File: src/rtl/core/gbfis_pkg.sv
`timescale 1ns / 1ps

package gbfis_pkg;

  localparam int Rows   = 64;
  localparam int Cols   = 128;
  localparam int MaxRes = 32;

  localparam int RowAw   = $clog2(Rows);
  localparam int RowBits = 2 * Cols;
  localparam int CntW    = $clog2(MaxRes + 1);

  // fixed item field widths
  localparam int RowFw  = 6;
  localparam int ColFw  = 7;
  localparam int HighFw = 7;

  localparam logic KindWrite = 1'b0;
  localparam logic KindQuery = 1'b1;

  typedef enum logic [1:0] {
    CELL_FREE     = 2'd0,
    CELL_SOFT     = 2'd1,
    CELL_HARD     = 2'd2,
    CELL_FREE_ALT = 2'd3
  } gbfis_cell_e;

  typedef enum logic [1:0] {
    CLS_FREE,
    CLS_SOFT,
    CLS_HARD
  } gbfis_cls_e;

  typedef enum logic [2:0] {
    ST_IDLE,
    ST_WR,
    ST_SEARCH,
    ST_RUN,
    ST_SKIP,
    ST_DONE
  } gbfis_state_e;

  typedef struct packed {
    logic              kind;
    logic [RowFw-1:0]  cell_row;
    logic [ColFw-1:0]  cell_col;
    logic [1:0]        cell_code;
    logic [ColFw-1:0]  band_first;
    logic [ColFw-1:0]  band_last;
    logic [RowFw-1:0]  row_from;
  } gbfis_req_t;

  typedef struct packed {
    logic              found;
    logic [RowFw-1:0]  first_free;
    logic              has_interval;
    logic [RowFw-1:0]  run_low;
    logic [HighFw-1:0] run_high;
    logic              last;
  } gbfis_res_t;

  typedef struct packed {
    logic               rd_en;
    logic [RowAw-1:0]   rd_addr;
    logic               wr_en;
    logic [RowAw-1:0]   wr_addr;
    logic [RowBits-1:0] wr_data;
  } gbfis_mem_req_t;

endpackage

File: src/rtl/core/gbfis_scan_ctrl.sv
`timescale 1ns / 1ps

module gbfis_scan_ctrl (
  input  logic                          clk_i,
  input  logic                          rst_ni,
  input  logic                          start,
  output logic                          busy,
  input  gbfis_pkg::gbfis_req_t         req_i,
  output logic                          res_strobe_o,
  output gbfis_pkg::gbfis_res_t         res_o,
  output gbfis_pkg::gbfis_mem_req_t     mem_o,
  input  logic [gbfis_pkg::RowBits-1:0] rd_data_i
);
  import gbfis_pkg::*;

  gbfis_state_e       state_q, state_d;
  logic               strobe_q, strobe_d;
  gbfis_res_t         res_q, res_d;
  logic               found_q, found_d;
  logic               pend_q, pend_d;
  logic [CntW-1:0]    n_q, n_d;
  logic [Cols-1:0]    mask_q, mask_d;
  logic [RowAw-1:0]   row_q, row_d;
  logic [RowAw-1:0]   start_q, start_d;
  logic [RowAw-1:0]   ff_q, ff_d;
  logic [RowAw-1:0]   lo_q, lo_d;
  logic [RowAw-1:0]   hi_q, hi_d;
  logic [RowAw-1:0]   wr_row_q, wr_row_d;
  logic [ColFw-1:0]   wr_col_q, wr_col_d;
  logic [1:0]         wr_code_q, wr_code_d;
  logic               wr_ok_q, wr_ok_d;

  logic [Cols-1:0]    hard_v, soft_v;
  gbfis_cls_e         cls;
  logic [RowBits-1:0] new_word;
  logic               rec;
  logic               scanning;
  logic               accept;

  // row classification over the band, within the row word
  always_comb begin
    for (int c = 0; c < Cols; c++) begin
      hard_v[c] = mask_q[c] && (rd_data_i[2*c +: 2] == CELL_HARD);
      soft_v[c] = mask_q[c] && (rd_data_i[2*c +: 2] == CELL_SOFT);
    end
    if (|hard_v) begin
      cls = CLS_HARD;
    end else if (|soft_v) begin
      cls = CLS_SOFT;
    end else begin
      cls = CLS_FREE;
    end
  end

  always_comb begin
    for (int c = 0; c < Cols; c++) begin
      new_word[2*c +: 2] = (c == int'(wr_col_q)) ? wr_code_q : rd_data_i[2*c +: 2];
    end
  end

  assign accept   = start && !busy;
  assign scanning = (state_q == ST_SEARCH) || (state_q == ST_RUN) || (state_q == ST_SKIP);

  always_comb begin
    state_d   = state_q;
    strobe_d  = 1'b0;
    res_d     = '0;
    found_d   = found_q;
    pend_d    = pend_q;
    n_d       = n_q;
    mask_d    = mask_q;
    row_d     = row_q;
    start_d   = start_q;
    ff_d      = ff_q;
    lo_d      = lo_q;
    hi_d      = hi_q;
    wr_row_d  = wr_row_q;
    wr_col_d  = wr_col_q;
    wr_code_d = wr_code_q;
    wr_ok_d   = wr_ok_q;
    mem_o     = '0;
    rec       = 1'b0;

    unique case (state_q)
      ST_IDLE: begin
        if (accept) begin
          if (req_i.kind == KindWrite) begin
            wr_row_d      = req_i.cell_row[RowAw-1:0];
            wr_col_d      = req_i.cell_col;
            wr_code_d     = req_i.cell_code;
            wr_ok_d       = (int'(req_i.cell_row) < Rows) && (int'(req_i.cell_col) < Cols);
            mem_o.rd_en   = 1'b1;
            mem_o.rd_addr = req_i.cell_row[RowAw-1:0];
            state_d       = ST_WR;
          end else begin
            for (int c = 0; c < Cols; c++) begin
              mask_d[c] = (c >= int'(req_i.band_first)) && (c <= int'(req_i.band_last));
            end
            found_d = 1'b0;
            pend_d  = 1'b0;
            n_d     = '0;
            row_d   = req_i.row_from[RowAw-1:0];
            if (int'(req_i.row_from) < Rows) begin
              mem_o.rd_en   = 1'b1;
              mem_o.rd_addr = req_i.row_from[RowAw-1:0];
              state_d       = ST_SEARCH;
            end else begin
              state_d = ST_DONE;
            end
          end
        end
      end
      ST_WR: begin
        mem_o.wr_en   = wr_ok_q;
        mem_o.wr_addr = wr_row_q;
        mem_o.wr_data = new_word;
        state_d       = ST_IDLE;
      end
      ST_SEARCH: begin
        if (cls == CLS_FREE) begin
          found_d = 1'b1;
          ff_d    = row_q;
          start_d = row_q;
          state_d = ST_RUN;
        end
      end
      ST_RUN: begin
        unique case (cls)
          CLS_SOFT: begin
            rec     = 1'b1;
            state_d = ST_SKIP;
          end
          CLS_HARD: begin
            rec     = 1'b1;
            state_d = ST_DONE;
          end
          default: ;
        endcase
      end
      ST_SKIP: begin
        unique case (cls)
          CLS_HARD: state_d = ST_DONE;
          CLS_FREE: begin
            start_d = row_q;
            state_d = ST_RUN;
          end
          default: ;
        endcase
      end
      ST_DONE: begin
        strobe_d = 1'b1;
        res_d.last = 1'b1;
        if (found_q) begin
          res_d.found      = 1'b1;
          res_d.first_free = RowFw'(ff_q);
          if (pend_q) begin
            res_d.has_interval = 1'b1;
            res_d.run_low      = RowFw'(lo_q);
            res_d.run_high     = HighFw'(hi_q);
          end
        end
        state_d = ST_IDLE;
      end
      default: state_d = ST_IDLE;
    endcase

    if (scanning) begin
      row_d = row_q + RowAw'(1);
      if (row_q != RowAw'(Rows - 1)) begin
        mem_o.rd_en   = 1'b1;
        mem_o.rd_addr = row_q + RowAw'(1);
      end else if (state_d != ST_DONE) begin
        // free run still open at the top row: dropped
        state_d = ST_DONE;
      end
    end

    // a closed run is held back until the next one closes or the scan ends, so that the final one carries last
    if (rec && (n_q < CntW'(MaxRes))) begin
      if (pend_q) begin
        strobe_d           = 1'b1;
        res_d.found        = 1'b1;
        res_d.first_free   = RowFw'(ff_q);
        res_d.has_interval = 1'b1;
        res_d.run_low      = RowFw'(lo_q);
        res_d.run_high     = HighFw'(hi_q);
        res_d.last         = 1'b0;
      end
      pend_d = 1'b1;
      lo_d   = start_q;
      hi_d   = row_q;
      n_d    = n_q + CntW'(1);
    end
  end

  always_ff @(posedge clk_i or negedge rst_ni) begin
    if (!rst_ni) begin
      state_q  <= ST_IDLE;
      strobe_q <= 1'b0;
      found_q  <= 1'b0;
      pend_q   <= 1'b0;
      n_q      <= '0;
    end else begin
      state_q  <= state_d;
      strobe_q <= strobe_d;
      found_q  <= found_d;
      pend_q   <= pend_d;
      n_q      <= n_d;
    end
  end

  always_ff @(posedge clk_i) begin
    res_q     <= res_d;
    mask_q    <= mask_d;
    row_q     <= row_d;
    start_q   <= start_d;
    ff_q      <= ff_d;
    lo_q      <= lo_d;
    hi_q      <= hi_d;
    wr_row_q  <= wr_row_d;
    wr_col_q  <= wr_col_d;
    wr_code_q <= wr_code_d;
    wr_ok_q   <= wr_ok_d;
  end

  assign busy         = (state_q != ST_IDLE);
  assign res_strobe_o = strobe_q;
  assign res_o        = res_q;

endmodule

File: config.mk
export PLATFORM = sky130hd
export DESIGN_NAME = gbfis_scan_ctrl
export DESIGN_NICKNAME = d
export VERILOG_FILES = /design/src/rtl/core/gbfis_pkg.sv /design/src/rtl/core/gbfis_scan_ctrl.sv
export SDC_FILE = /design/constraint.sdc
export NUM_CORES = 1
export LEC_CHECK = 0
export ABC_AREA = 1
export BUFFER_PORTS_ARGS = -buffer_cell sky130_fd_sc_hd__buf_2
export CAP_MARGIN = 20
export CORE_AREA = 2 2 231 233
export CTS_CLUSTER_SIZE = 14
export DETAILED_ROUTE_END_ITERATION = 12
export DIE_AREA = 0 0 233 235
export PLACE_DENSITY = 0.55
export SETUP_SLACK_MARGIN = 0.1
export SYNTH_ARGS = -nofsm -noshare
export SYNTH_HDL_FRONTEND = slang
export SYNTH_SLANG_ARGS = --single-unit
File: constraint.sdc
create_clock -name clk_i -period 4.9 [get_ports clk_i]
set_input_delay 0 -clock clk_i [delete_from_list [all_inputs] [get_ports clk_i]]
set_output_delay 0 -clock clk_i [all_outputs]
set_load 0.05 [all_outputs]
==> results_dict.tcl <==
set metrics [dict create \
    syn_area_sq_um 16500 \
    clk_pin_slew_ns 0.06 \
    cts_buffers 23 \
    synth_cell_types 41 \
    fmax_ghz 0.316 \
    powerDensity_nw_per_um2 409 \
    switchingPower_mw 4.44 \
    gr-usage-all-layers_pct 32.6 \
    crit_top_cell "nor2_1" \
    post_cts_buffers 0 \
    die_w_um 233 \
    hold_path.class "in -> reg" \
    crit_fanout 52 \
    power_frac_comb_pct 50.0 \
    firstDrtPassIters 6 \
    yosysWarningCount 0 \
    crit_slowest_cell "inv_4" \
    viasPerCell 5.33 \
    wl_um 92900 \
    num_vias 20400 \
    die_area_sq_um 54800 \
    synth_area_per_cell_sq_um 6.42 \
    grt_first_pass_wirelength_um 131000 \
    crit_chain "nor2_1 > inv_1 > nor2_1 > nand3_1 > inv_4 > a22oi_1 > o21ai_0 > buf_2" \
    drive_gt1_share_pct 21.2 \
    switching_share_pct 51.4 \
    post-route-util_pct 40.5 \
    worstMarginPinSlew_ns 1.19 \
    synth_cells 2567 \
    place_hpwl_um 73000 \
    grt_max_degree 157 \
    yosys.area.top_type "edfxtp_1" \
    htree_num_levels 1 \
    setup.worst_path.start_class "flop" \
    initial_core_util_pct 31.6 \
    placedCellCount 3757 \
    cts_root_buffer "clkbuf_16" \
    rows 84 \
    setup_tns_ns 0 \
    nets 3423 \
    drc 0 \
    fin_area_sq_um 21100 \
    area_growth_syn_to_layout_pct 28.3 \
    synth.area.top_cells "edfxtp_1 (32%), nor2_1 (16%), o21ai_0 (10%)" \
    ys_ff_latch 206 \
    rsz0062_at_grt "no" \
    cts_buffer_depth 3 \
    post_cts_resized 0 \
    slew_headroom_pct 20.4 \
    syn_nets 2864 \
    arrival_ns 3.16 \
    routedWlPerCell_um 24.2 \
    critPathCaptureType "output port" \
    cts_sinks 206 \
    io_buffer_count 587 \
    timing.max_cap.violations 0 \
    ir_worst_vdd_mv 0.289 \
    slew_violations 0 \
    p_clk_share_pct 21.5 \
    power.total_mw 8.65 \
    clk_latency_ns 0.56 \
    cp.required_ns 4.90 \
    pwr-share-seq_pct 28.5 \
    grt-ovfl-total 0 \
    antenna_found_initial 7 \
    finalHoldViolations 0 \
    finalSetupViolations 0 \
    grt_pass1_vias 18800 \
    min_period_ns 3.16 \
    synth.yosys.seq_area_share_pct 35.9 \
    core_sq_um 52200 \
    crit_path_max_incr_delay_ns 0.75 \
    io_pins 589 \
    cts_tree "done" \
    synth_top_area_share_pct 31.5 \
    p_int_mw 4.21 \
    leakage_nw 10.0 \
    fin_crit_sh_pct 64.5 \
    status "finished clean" \
    postRouteAntennaNets 0 \
    place_congestion 1.01 \
    drt_iter0_drc 2343 \
    postPlaceCellArea_sq_um 20000 \
    skew_ns 0.0162 \
    die_h_um 235 \
    finalNonFillerCells 3833 \
    crit_type "reg -> out" \
]
path summary, 6_finish.rpt:
kind                             from          to  slack [ns]  cells after the start
max in group asynchronous      rst_ni  state_q[0]        3.95                      3
min in group asynchronous      rst_ni      n_q[4]        0.55                      3
max reg2reg                mask_q[20]     hi_q[4]        1.83                     10
min                         req_i[18]  mask_q[54]        0.06                      2
min reg2reg                start_q[5]     lo_q[5]        0.42                      0
max                        state_q[0]  mem_o[263]        1.74                      8
worst max-delay path: cells and delay by family (launching register included):
kind,cells,cell delay [ns]
buffers and inverters,3,1.14
AND/OR/NAND/NOR,3,0.83
flip-flops,1,0.41
AO/OA/AOI/OAI,2,0.24
synth_stat cells (all sizes together):
library cell,n
a2111oi,7
a211oi,76
a21oi,163
a221oi,9
a22oi,2
buf,32
clkbuf,66
clkinv,2
conb,1
dfrtp,12
dfxtp,21
edfxtp,173
ha,2
inv,375
nand2,328
nand3,126
nand3b,69
nand4,15
nor2,713
nor3,18
o2111a,1
o2111ai,1
o211ai,8
o21ai,334
o221ai,5
o22ai,1
or2,2
xnor2,2
xor2,3
cell type report:
class | instances | area [sq um]
inverter | 377 | 1420
tap | 688 | 861
clock inverter | 15 | 203
timing repair buffer | 632 | 3410
antenna | 4 | 10.0
sequential | 206 | 5920
multi-input combinational | 1886 | 8740
clock buffer | 25 | 583
fill | 5645 | 31100
cells by family (layout without fill, tap and decap cells):
group           after synthesis  count (layout)  synth area share, %
flops                       206             206                 35.9
other cells                   1               5               0.0227
fa+ha+maj                     2               2                0.152
xor+xnor                      5               5                0.266
simple gates               1271            1271                 32.3
compound gates              607             607                 20.3
buf+inv                     475            1049                 11.1
cells in the final DEF, fill, tap and decap left out, types with 9 or more instances in the layout:
cell	instances
o21ai_0	332
a211oi_1	76
dfxtp_1	21
dlygate4sd3_1	30
a221oi_1	9
inv_1	366
nand3_1	123
buf_2	587
edfxtp_1	173
dfrtp_1	12
buf_4	10
nor2_1	703
nand3b_1	69
nand4_1	14
nand2_1	326
a21oi_1	163
nor3_1	18
clkbuf_16	23
power by group through the flow:
stage	registers [mW]	clock network, mW	logic, mW
3_3_place_gp	2.50	0	4.25
3_5_place_dp	2.51	0	4.25
5_1_grt	2.50	1.96	4.56
2_1_floorplan	2.45	0	2.95
4_1_cts	2.47	1.88	4.28
6_report	2.47	1.86	4.32
through the flow:
stage	hold WS [ns]	setup slack, ns
after CTS	0.0209	1.66
after global routing	0.0450	1.47
final	0.0649	1.74
after global placement	-0.0957	1.95
after floorplan	-0.296	0.673
after detailed placement	-0.0904	1.94
metal layers:
metal	part of all wire (%)	wire [um]	global-route usage, %
met5	0.042	39	0
met3	8.8	8150	6.49
met2	45	42200	51.5
met1	42	39300	44.7
met4	3.5	3290	10.2
what timing repair did:
item | 4_1_cts | 5_1_grt
setup endpoints to repair | 0 | 0
hold buffers | 29 | 1
endpoints found under the hold margin | 57 | 7
state kept, by name, indices dropped and copies added, names as in the netlist, 2 cells and up:
register and cells:
mask_q 128, res_o 21, wr_col_q 7, ff_q 6
hi_q 6, lo_q 6, n_q 6, row_q 6
start_q 6, wr_row_q 6, state_q 3, wr_code_q 2
(Power assumes the default switching activity.)
